[src/sv/ats_pkg.sv]
`default_nettype none
// ----------------------------------------------------------------------------
// ats_pkg
// Shared types and constants for the alias table sampler.
// ----------------------------------------------------------------------------
package ats_pkg;

    localparam int MAX_ENTRIES = 1024;
    localparam int WEIGHT_BITS = 16;
    localparam int FRAC_BITS   = 16;

    localparam int IDX_W  = $clog2(MAX_ENTRIES);
    localparam int CNT_W  = IDX_W + 1;
    localparam int SUM_W  = WEIGHT_BITS + IDX_W;
    localparam int PROB_W = SUM_W + 1;
    localparam int NUM_W  = PROB_W + FRAC_BITS;
    localparam int T_W    = 32 + CNT_W;
    localparam int K_W    = $clog2(NUM_W);

    localparam logic [CNT_W-1:0]  FULL_COUNT = CNT_W'(MAX_ENTRIES);
    localparam logic [PROB_W-1:0] PROB_ONE   = PROB_W'(1) << FRAC_BITS;

    localparam logic [1:0] ST_OK    = 2'd0;
    localparam logic [1:0] ST_EMPTY = 2'd1;
    localparam logic [1:0] ST_FULL  = 2'd2;
    localparam logic [1:0] ST_ZERO  = 2'd3;

    typedef struct packed {
        logic capture;
        logic append;
        logic emit_load;
        logic emit_zero;
        logic bld_init;
        logic rd_weight;
        logic mul;
        logic div_step;
        logic scan_wr;
        logic pair_pop;
        logic pair_rd;
        logic pair_upd;
        logic lo_pop;
        logic lo_fill;
        logic hi_pop;
        logic hi_fill;
        logic finish;
        logic draw_mul;
        logic draw_rd;
        logic draw_emit;
    } cmd_t;

    typedef struct packed {
        logic last;
        logic sum_zero;
        logic div_last;
        logic scan_last;
        logic lo_nz;
        logic hi_nz;
        logic no_table;
    } sts_t;

endpackage
`default_nettype wire

[src/sv/ats_ctrl.sv]
`default_nettype none
// ----------------------------------------------------------------------------
// ats_ctrl
// Sequencer for load, table build and draw requests.
// ----------------------------------------------------------------------------
module ats_ctrl (
    input  wire logic          clk,
    input  wire logic          rst_n,
    input  wire logic          start,
    input  wire logic          mode,
    input  wire ats_pkg::sts_t sts,
    output ats_pkg::cmd_t      cmd,
    output logic               busy
);
    import ats_pkg::*;

    localparam logic [3:0] S_IDLE     = 4'd0;
    localparam logic [3:0] S_LOAD     = 4'd1;
    localparam logic [3:0] S_CHK      = 4'd2;
    localparam logic [3:0] S_SCAN_RD  = 4'd3;
    localparam logic [3:0] S_SCAN_MUL = 4'd4;
    localparam logic [3:0] S_DIV      = 4'd5;
    localparam logic [3:0] S_SCAN_WR  = 4'd6;
    localparam logic [3:0] S_PAIR_CHK = 4'd7;
    localparam logic [3:0] S_PAIR_POP = 4'd8;
    localparam logic [3:0] S_PAIR_RD  = 4'd9;
    localparam logic [3:0] S_PAIR_UPD = 4'd10;
    localparam logic [3:0] S_LO_FILL  = 4'd11;
    localparam logic [3:0] S_HI_FILL  = 4'd12;
    localparam logic [3:0] S_DRAW_MUL = 4'd13;
    localparam logic [3:0] S_DRAW_RD  = 4'd14;
    localparam logic [3:0] S_DRAW_OUT = 4'd15;

    logic [3:0] state_reg, state_next;

    assign busy = (state_reg != S_IDLE);

    always_comb
    begin
        state_next = state_reg;
        cmd        = '0;
        case (state_reg)
            S_IDLE:
            begin
                if (start)
                begin
                    cmd.capture = 1'b1;
                    state_next  = mode ? S_DRAW_MUL : S_LOAD;
                end
            end
            S_LOAD:
            begin
                cmd.append = 1'b1;
                if (sts.last)
                begin
                    state_next = S_CHK;
                end
                else
                begin
                    cmd.emit_load = 1'b1;
                    state_next    = S_IDLE;
                end
            end
            S_CHK:
            begin
                if (sts.sum_zero)
                begin
                    cmd.emit_zero = 1'b1;
                    state_next    = S_IDLE;
                end
                else
                begin
                    cmd.bld_init = 1'b1;
                    state_next   = S_SCAN_RD;
                end
            end
            S_SCAN_RD:
            begin
                cmd.rd_weight = 1'b1;
                state_next    = S_SCAN_MUL;
            end
            S_SCAN_MUL:
            begin
                cmd.mul    = 1'b1;
                state_next = S_DIV;
            end
            S_DIV:
            begin
                cmd.div_step = 1'b1;
                if (sts.div_last)
                begin
                    state_next = S_SCAN_WR;
                end
            end
            S_SCAN_WR:
            begin
                cmd.scan_wr = 1'b1;
                state_next  = sts.scan_last ? S_PAIR_CHK : S_SCAN_RD;
            end
            S_PAIR_CHK:
            begin
                if (sts.lo_nz && sts.hi_nz)
                begin
                    state_next = S_PAIR_POP;
                end
                else if (sts.lo_nz)
                begin
                    cmd.lo_pop = 1'b1;
                    state_next = S_LO_FILL;
                end
                else if (sts.hi_nz)
                begin
                    cmd.hi_pop = 1'b1;
                    state_next = S_HI_FILL;
                end
                else
                begin
                    cmd.finish = 1'b1;
                    state_next = S_IDLE;
                end
            end
            S_PAIR_POP:
            begin
                cmd.pair_pop = 1'b1;
                state_next   = S_PAIR_RD;
            end
            S_PAIR_RD:
            begin
                cmd.pair_rd = 1'b1;
                state_next  = S_PAIR_UPD;
            end
            S_PAIR_UPD:
            begin
                cmd.pair_upd = 1'b1;
                state_next   = S_PAIR_CHK;
            end
            S_LO_FILL:
            begin
                cmd.lo_fill = 1'b1;
                state_next  = S_PAIR_CHK;
            end
            S_HI_FILL:
            begin
                cmd.hi_fill = 1'b1;
                state_next  = S_PAIR_CHK;
            end
            S_DRAW_MUL:
            begin
                cmd.draw_mul = 1'b1;
                state_next   = sts.no_table ? S_IDLE : S_DRAW_RD;
            end
            S_DRAW_RD:
            begin
                cmd.draw_rd = 1'b1;
                state_next  = S_DRAW_OUT;
            end
            S_DRAW_OUT:
            begin
                cmd.draw_emit = 1'b1;
                state_next    = S_IDLE;
            end
            default:
            begin
                state_next = S_IDLE;
            end
        endcase
    end

    always_ff @(posedge clk or negedge rst_n)
    begin
        if (!rst_n)
        begin
            state_reg <= S_IDLE;
        end
        else
        begin
            state_reg <= state_next;
        end
    end

    a_pair_needs_both: assert property (@(posedge clk) disable iff (!rst_n)
        (state_reg == S_PAIR_POP) |-> (sts.lo_nz && sts.hi_nz))
        else $error("pair pop with an empty stack");

    a_start_only_idle: assert property (@(posedge clk) disable iff (!rst_n)
        cmd.capture |-> (state_reg == S_IDLE))
        else $error("request captured while busy");

    a_draw_returns: assert property (@(posedge clk) disable iff (!rst_n)
        (state_reg == S_DRAW_RD) |=> (state_reg == S_DRAW_OUT))
        else $error("draw sequence broken");

endmodule
`default_nettype wire

[config.mk]
export PLATFORM = sky130hd
export DESIGN_NAME = ats_ctrl
export DESIGN_NICKNAME = d
export VERILOG_FILES = /design/src/sv/ats_pkg.sv /design/src/sv/ats_ctrl.sv
export SDC_FILE = /design/constraint.sdc
export NUM_CORES = 1
export LEC_CHECK = 0
export BUFFER_PORTS_ARGS = -buffer_cell sky130_fd_sc_hd__buf_2
export CAP_MARGIN = 20
export CORE_AREA = 2 2 39 41
export DETAILED_ROUTE_END_ITERATION = 10
export DIE_AREA = 0 0 41 43
export PLACE_DENSITY = 0.8
export SETUP_SLACK_MARGIN = 0.15
export SYNTH_ARGS = -nofsm -noshare
export SYNTH_HDL_FRONTEND = slang
export SYNTH_SLANG_ARGS = --single-unit
[constraint.sdc]
create_clock -name clk -period 2.5 [get_ports clk]
set_clock_uncertainty 0.1 [all_clocks]
set_input_delay 0.125 -clock clk [delete_from_list [all_inputs] [get_ports clk]]
set_output_delay 0.125 -clock clk [all_outputs]
set_load 0.05 [all_outputs]
==> run_results.csv, run 1 <==
group,metric,value,unit
critical_path,crit_path_start,"state_reg[2]$_DFFE_PN0P_",
place,hpwl,968,um
power_and_ir_drop,vdd_ir_drop_max,0.000646,V
critical_path,cp.required,2.28,ns
sta,clock.fmax,0.494,GHz
sta,period_share,80.9,%
critical_path,worstSetupPathType,"reg2out",
min_path,hp-class,"in2reg",
floorplanning,start_util,38.5,%
min_path,whs_endpoint,"state_reg[0]$_DFFE_PN0P_",
floorplanning,die_h,43,um
sta,totalNegativeSetupSlack,0,ns
global_routing,grt_pass1_wl,2.06,mm
sta,tightest_slew,0.596,ns
power_and_ir_drop,power.total,917,uW
yosys,synth_sequential_area_ratio,18.8,%
power_and_ir_drop,p_leak,0.000332,uW
route,drcViolationCount,0,
global_routing,grt_pass1_vias,499,
floorplanning,core-area,0.00138,mm^2
cts,cts_buffers,3,
floorplanning,die_w,41,um
route,avgViaCountPerCell,5.25,
critical_path,rrSetupSlack,0.85,ns
sta,layout_setup_ws,0.477,ns
sta,hold_viol,0,
finish,diodes,0,
place,port_buffers,31,
route,post_drt_wl_per_cell,11.0,um
floorplanning,rows,14,
finish,syn_to_final_growth,28.2,%
yosys,synth_area_per_cell,7.11,um^2
global_routing,antenna_found_initial,0,
place,finalWeightedCongestion,0.795,
critical_path,timing.rr.end,"state_reg[2]$_DFFE_PN0P_",
route,vias,619,
min_path,hold_depth,3,
finish,multi_input_area,368,um^2
job,drv_cap,0,
floorplanning,io-pin-count,32,
sta,max_slew_margin,60.3,%
finish,fin_nets,115,
sta,post-route-min-period,2.02,ns
global_routing,grt_usage,17.2,%
critical_path,r2r-start,"state_reg[1]$_DFFE_PN0P_",
yosys,ys_types,30,
yosys,synth_top_area_share,18.8,%
cts,tritoncts,"done",
route,detail_route.first_pass.iterations,4,
yosys,yosys_warnings,0,
status,status,"finished, final reports clean",
sta,rsz0062_at_grt,"false",
finish,mostFrequentLayoutCell,"buf_2",
yosys,netlist_area,533,um^2
route,routed_wl,1.30,mm
critical_path,cp.arrival,1.80,ns
power_and_ir_drop,p_per_area,1340,mW/mm^2
global_routing,grt_start_max_net_pins,19,
route,dr.first_iter.drc_count,21,
yosys,ys_ff_latch,4,
cts,cts_htree_levels,1,
finish,regArea,100,um^2
route,ant_nets,0,
sta,setup_viol,0,
min_path,min_from,"start",
place,pre_cts_slack,0.763,ns
critical_path,r2r_cells,3,
cts,clock-sinks,4,
finish,largest_register_ffs,4,
critical_path,cp-end-kind,"primary output",
yosys,yosysTopAreaCell,"dfrtp_1",
cts,clk_pin_slew,0.04,ns
finish,drive_gt1_share,39.2,%
finish,post-route-util,49.4,%
floorplanning,dieArea,0.00176,mm^2
yosys,syn_nets,86,
cts,max-clock-path-buffers,2,
cts,cts_root_buf,"clkbuf_4",
sta,slew_viol_final,0,
critical_path,worst_setup_path_start_kind,"flip-flop",
yosys,synth_cells,75,
finish,final_cell_mix,"buf_2, nor2_1, nand2_1",
yosys,synthTopCellsByArea,"dfrtp_1, buf_6, nor2_1",
global_routing,grt.overflow.total,0,
cts,clk_latency,0.24,ns
cts,cts_setup_buffers,0,
sta,hold_ws,0.0937,ns
finish,fillers,146,
critical_path,critPathMaxFanout,17,
cell type report:
cell class | count | share of cell area [%]
Sequential cell | 4 | 14.7
Multi-Input combinational cell | 61 | 53.8
Clock buffer | 3 | 3.30
Tap cell | 16 | 2.93
Timing Repair Buffer | 32 | 24.2
Inverter | 2 | 1.10
cell families after synthesis:
logic type | synth area share, %
buffers and inverters | 14.6
flip-flops | 18.8
AND/OR/NAND/NOR | 44.8
AO/OA/AOI/OAI | 21.8
Yosys cell counts, drive strengths merged:
cell,number
nor2,11
nand2,10
buf,8
nand2b,7
nor3,6
dfrtp,4
o21ai,4
nor2b,3
nor4,3
a21oi,2
a31oi,2
inv,2
nand3,2
o31ai,2
a211o,1
a211oi,1
a221o,1
a31o,1
and2,1
nor4b,1
o221ai,1
o22ai,1
o32ai,1
layer usage:
metal	wire length, um	GRT usage, %
met4	25	10.0
met5	0	0
met1	548	23.2
met2	663	24.4
met3	64	3.14
stage by stage:
stage	area, um^2	cells
3_3_place_gp	651	114
5_1_grt	683	118
4_1_cts	683	118
6_report	683	118
3_5_place_dp	651	114
2_1_floorplan	546	75
critical path, stage by stage (launching register included):
cell and delay, ns:
dfrtp_1 0.68, nor2b_1 0.25, nand3_1 0.17, nor3_1 0.17, buf_2 0.28
power breakdown:
part           switching (uW)  internal, uW  leakage, uW
sequential                134          93.9    0.0000490
clock                    29.6          53.9    0.0000138
combinational             419           187     0.000269
worst max-delay path by stage:
stage	end	slack [ns]	cells after the start
global route	cmd[3]	0.32	4
CTS	cmd[3]	0.49	4
detailed placement	cmd[3]	0.76	4
finish	cmd[3]	0.48	4
global placement	cmd[3]	0.79	4
floorplan	cmd[3]	0.44	4
timing repair:
| action | in CTS | in global routing |
|---|---|---|
| endpoints found under the hold margin | 4 | 0 |
| hold buffers | 1 | 0 |
| gates resized for setup | 0 | 0 |
No activity file was read; power rests on OpenSTA's default activity.
==> run 2: changes to the inputs <==
- CORE_AREA: 2 2 39 41 -> unset
- CORE_MARGIN: unset -> 2
- CORE_UTILIZATION: unset -> 37
- DIE_AREA: 0 0 41 43 -> unset
- PLACE_DENSITY: 0.8 -> 0.78
- clock period: 2.5 -> 1.75 ns (I/O delays scaled with it)
==> run 2 against run 1 <==
Count of clock-buffer cells in the layout unchanged. Wire length increased by 54%. Core utilization increased by 27 points. Global-route usage increased by 2.3 points. Sequential power increased by 3%. Sequential share of layout area decreased by 4.3 points. Hold slack got worse by 0.032 ns. Clock power increased by 47%. First-iteration DRC count decreased by 4.8%. Critical path depth unchanged. Highest routed layer unchanged.
==> run_results.csv, run 2 (synthesis results as in run 1) <==
group,metric,value,unit
status,status,"finished, final reports clean",
floorplanning,die_h,42.0,um
sta,clock.fmax,0.601,GHz
critical_path,worstSetupPathType,"reg2out",
finish,mostFrequentLayoutCell,"buf_4",
sta,layout_setup_ws,0.0854,ns
place,port_buffers,31,
power_and_ir_drop,power.net_switching,1050,uW
route,post_drt_wl_per_cell,14.9,um
power_and_ir_drop,switching_share,54.8,%
sta,setup_viol,0,
critical_path,cp-end-kind,"primary output",
critical_path,rrSetupSlack,0.13,ns
sta,max_slew_margin,80.1,%
floorplanning,io-pin-count,32,
finish,drive_gt1_share,61.3,%
global_routing,grt_pass1_vias,615,
global_routing,grt_usage,19.5,%
power_and_ir_drop,p_per_area,1920,mW/mm^2
finish,syn_to_final_growth,87.6,%
sta,totalNegativeSetupSlack,0,ns
power_and_ir_drop,power_frac_clock,6.4,%
cts,clock-sinks,4,
place,pre_cts_slack,0.185,ns
finish,finalInstanceArea,1000,um^2
finish,largest_register_ffs,4,
sta,period_share,95.1,%
job,drv_cap,0,
finish,final_cell_mix,"buf_4, buf_2, nand2_1",
route,detail_route.first_pass.iterations,5,
sta,hold_viol,0,
floorplanning,start_util,40.5,%
critical_path,r2r-start,"state_reg[2]$_DFFE_PN0P_",
cts,tritoncts,"done",
critical_path,cp.required,1.56,ns
cts,cts_root_buf,"clkbuf_4",
sta,post-route-min-period,1.66,ns
power_and_ir_drop,internal-power,866,uW
floorplanning,rows,13,
floorplanning,die_w,42.0,um
power_and_ir_drop,p_leak,0.000461,uW
finish,fin_nets,132,
cts,max-clock-path-buffers,2,
global_routing,grt_start_max_net_pins,17,
global_routing,antenna_found_initial,0,
critical_path,cp.arrival,1.48,ns
sta,tightest_slew,0.297,ns
finish,diodes,0,
route,routed_wl,2.00,mm
route,drcViolationCount,0,
route,dr.first_iter.drc_count,20,
global_routing,grt_pass1_wl,2.58,mm
global_routing,grt.overflow.total,0,
cts,cts_htree_levels,1,
critical_path,r2r_cells,7,
critical_path,worst_setup_path_start_kind,"flip-flop",
sta,hold_ws,0.0616,ns
power_and_ir_drop,vdd_ir_drop_max,0.00123,V
min_path,hp-class,"in2reg",
place,hpwl,1.19,mm
floorplanning,core-area,0.00132,mm^2
cts,clk_latency,0.24,ns
critical_path,critPathMaxFanout,8,
sta,rsz0062_at_grt,"true",
cts,clk_pin_slew,0.04,ns
cts,cts_buffers,3,
critical_path,timing.rr.end,"state_reg[1]$_DFFE_PN0P_",
route,vias,757,
floorplanning,dieArea,0.00176,mm^2
place,finalWeightedCongestion,0.851,
place,place_area,721,um^2
power_and_ir_drop,comb_power_share,81.4,%
power_and_ir_drop,power.total,1920,uW
critical_path,endpoint,"cmd[15]",
sta,slew_viol_final,0,
route,ant_nets,0,
route,avgViaCountPerCell,5.65,
power_and_ir_drop,power_frac_seq,12.2,%
critical_path,crit_path_start,"state_reg[2]$_DFFE_PN0P_",
## run 2: cell types whose count changed in the layout (fill, tap and decap cells not counted), moves of 3 or more
| cell | delta |
|---|---|
| dfrtp_2 | +3 |
| buf_8 | +3 |
| nor3_1 | -4 |
| dfrtp_1 | -3 |
| buf_6 | +4 |
| nor3_2 | +3 |
| nand2b_4 | +3 |
| buf_4 | +25 |
| buf_2 | -18 |
## run 2: worst min-delay path by stage
stage / startpoint / endpoint / slack, ns / depth (start not counted)
floorplan: rst_n / state_reg[0]$_DFFE_PN0P_ / -0.31 / 0
global placement: rst_n / state_reg[3]$_DFFE_PN0P_ / -0.21 / 1
detailed placement: rst_n / state_reg[3]$_DFFE_PN0P_ / -0.21 / 1
CTS: start / state_reg[0]$_DFFE_PN0P_ / 0.05 / 3
global route: start / state_reg[0]$_DFFE_PN0P_ / 0.07 / 3
finish: start / state_reg[0]$_DFFE_PN0P_ / 0.06 / 3
## run 2: critical path, cell delays in order, from the launching register on
cell,delay (ns)
dfrtp_1,0.39
buf_8,0.15
buf_12,0.13
nor4_4,0.35
buf_6,0.21
## run 2: per-layer routing
metal | vias up | GRT usage (%) | wire (um) | part of all wire, %
met5 | - | 0 | 0 | 0
met4 | 0 | 9.68 | 53 | 2.6
met3 | 9 | 5.22 | 108 | 5.4
met2 | 42 | 32.2 | 1030 | 51
met1 | 349 | 23.0 | 816 | 41
li1 | 357 | - | - | -
## run 2: layout make-up
type | count | area (um^2)
multi-input cells | 61 | 457
flip-flops and latches | 4 | 104
inverters | 2 | 10.0
repair buffers | 49 | 388
well taps | 15 | 18.8
fillers | 93 | 318
clock buffers | 3 | 22.5
## run 2: timing repair
action	CTS	global route
hold buffers	1	0
hold endpoints to repair	4	0
buffers inserted	4	8
gates resized for setup	24	25
pin swaps	0	4
gates cloned	0	0
setup endpoints to repair	20	19
## run 2: power groups by stage
stage               sequential, uW  combinational, uW  clock [uW]
floorplan                      166                995           0
global placement               225               1060           0
detailed placement             231               1080           0
CTS                            233               1250         124
global route                   242               1640         132
finish                         234               1560         123
## run 2: per-stage QoR
stage / util [%] / instances
floorplan: - / 75
global placement: 54.7 / 118
detailed placement: 54.7 / 118
CTS: 64.9 / 126
global route: 75.9 / 134
finish: 75.9 / 134
==> run 3: changes to the inputs <==
- CORE_UTILIZATION: 37 -> 39
- CTS_BUF_LIST: unset -> sky130_fd_sc_hd__clkbuf_4
- PLACE_DENSITY: 0.78 -> 0.81
==> run 3 against run 2 <==
Sequential cell count did not move. First-iteration DRC count rose by 85%. Highest routed layer unchanged. Die area shrank 4.6%. Worst setup slack better by 0.022 ns.
==> run_results.csv, run 3 (synthesis results as in run 1) <==
group,metric,value,unit
global_routing,grt_pass1_vias,614,
cts,max-clock-path-buffers,2,
finish,fin_nets,132,
cts,clk_latency,0.25,ns
critical_path,r2r_cells,5,
critical_path,cp_slowest_stage_delay,0.50,ns
global_routing,antenna_found_initial,0,
floorplanning,dieArea,0.00168,mm^2
place,place_inst,117,
critical_path,worst_setup_path_start_kind,"flip-flop",
power_and_ir_drop,p_per_area,1930,mW/mm^2
power_and_ir_drop,power_frac_clock,6.4,%
power_and_ir_drop,power_frac_seq,13.4,%
critical_path,rrSetupSlack,0.22,ns
route,wl_met1,835,um
floorplanning,io-pin-count,32,
route,detail_route.first_pass.iterations,4,
route,vias,792,
sta,post-route-min-period,1.64,ns
finish,mostFrequentLayoutCell,"buf_4",
sta,tightest_slew,0.313,ns
sta,hold_ws,0.0496,ns
finish,syn_to_final_growth,95.1,%
critical_path,crit_chain,"buf_12 > nor4b_2 > buf_4",
route,route.met3.wl,181,um
global_routing,grt_usage,25.3,%
place,finalWeightedCongestion,0.922,
floorplanning,start_util,41.5,%
power_and_ir_drop,internal-power,879,uW
sta,rsz0062_at_grt,"true",
min_path,whs_endpoint,"state_reg[0]$_DFFE_PN0P_",
floorplanning,rows,13,
sta,clock.fmax,0.609,GHz
global_routing,grt.overflow.total,0,
power_and_ir_drop,vdd_ir_drop_max,0.00140,V
critical_path,cp-end-kind,"primary output",
critical_path,cpMaxStageDelayCell,"dfrtp_2",
place,hpwl,1.17,mm
sta,hold_viol,0,
min_path,hold_depth,3,
route,top_layer,"met4",
power_and_ir_drop,power.net_switching,1130,uW
route,ant_nets,0,
cts,cts_htree_levels,1,
sta,period_share,93.9,%
global_routing,grt_pass1_wl,2.74,mm
finish,largest_register_ffs,4,
critical_path,worstSetupPathType,"reg2out",
cts,tritoncts,"done",
cts,cts_buffers,3,
critical_path,cp.arrival,1.46,ns
power_and_ir_drop,comb_power_share,80.2,%
critical_path,r2r-start,"state_reg[1]$_DFFE_PN0P_",
power_and_ir_drop,switching_share,56.2,%
finish,instances_no_fill,134,
route,routed_wl,2.26,mm
floorplanning,die_w,41.0,um
critical_path,critPathMaxFanout,7,
critical_path,timing.rr.end,"state_reg[3]$_DFFE_PN0P_",
cts,clock-sinks,4,
route,route.met2.wl,1.20,mm
place,port_buffers,31,
finish,diodes,0,
power_and_ir_drop,p_leak,0.000466,uW
global_routing,grt_start_max_net_pins,14,
route,avgViaCountPerCell,5.91,
min_path,hp-class,"in2reg",
route,drcViolationCount,0,
status,status,"finished, final reports clean",
floorplanning,die_h,41.0,um
route,post_drt_wl_per_cell,16.9,um
finish,drive_gt1_share,63.9,%
min_path,min_from,"start",
sta,max_slew_margin,79.1,%
finish,final_cell_mix,"buf_4, buf_2, nand2_1",
job,drv_cap,0,
sta,slew_viol_final,0,
cts,cts_root_buf,"clkbuf_4",
route,dr.first_iter.drc_count,37,
critical_path,cp.required,1.56,ns
cts,clk_pin_slew,0.04,ns
floorplanning,core-area,0.00128,mm^2
sta,setup_viol,0,
## run 3: cell types whose count changed in the layout (fill, tap and decap cells not counted), sizes merged
cell	before	now
clkbuf	5	7
buf	46	44
## run 3: worst max-delay path by stage
stage                     slack (ns)                      from                        to
after floorplan                -0.20  state_reg[1]$_DFFE_PN0P_                   cmd[14]
after global placement          0.18  state_reg[1]$_DFFE_PN0P_  state_reg[2]$_DFFE_PN0P_
after detailed placement        0.13  state_reg[1]$_DFFE_PN0P_  state_reg[2]$_DFFE_PN0P_
after CTS                       0.13  state_reg[1]$_DFFE_PN0P_                   cmd[19]
after global routing            0.07  state_reg[1]$_DFFE_PN0P_                      busy
final                           0.11  state_reg[3]$_DFFE_PN0P_                   cmd[16]
## run 3: power groups by stage
stage	logic [uW]	clock network, uW	registers [uW]
final	1610	129	268
after global routing	1690	138	272
after CTS	1260	125	257
after detailed placement	1030	0	253
after global placement	1030	0	246
after floorplan	995	0	166
## run 3: cell type report
class	instances	area [um^2]
multi-input cells	61	492
repair buffers	49	394
fillers	78	245
flip-flops and latches	4	105
clock buffers	3	22.5
well taps	15	18.8
inverters	2	7.51
## run 3: stage by stage
| stage | TNS (ns) | instance area (um^2) | setup WS, ns | utilization (%) | power [uW] |
|---|---|---|---|---|---|
| floorplan | -0.559 | 579 | -0.204 | - | 1160 |
| global placement | 0 | 713 | 0.181 | 55.5 | 1280 |
| detailed placement | 0 | 713 | 0.133 | 55.5 | 1290 |
| CTS | 0 | 873 | 0.132 | 68.0 | 1640 |
| global route | 0 | 1040 | 0.0653 | 80.9 | 2100 |
| finish | 0 | 1040 | 0.107 | 80.9 | 2010 |
## run 3: layer usage
metal / up-vias / GRT usage, %
met5: - / 0
met4: 0 / 19.2
met3: 6 / 4.89
met2: 55 / 33.6
met1: 374 / 35.0
li1: 357 / -
## run 3: critical path, delay by kind of cell, from the launching register on
kind / cells / cell delay [ns]
AND/OR/NAND/NOR: 1 / 0.28
flip-flops: 1 / 0.50
buffers and inverters: 2 / 0.42
## run 3: repair_timing
action | CTS | global route
setup endpoints to repair | 21 | 15
resized for setup | 30 | 23
cloned | 0 | 1
hold endpoints to repair | 4 | 0
setup buffers | 5 | 7
hold buffers | 1 | 0
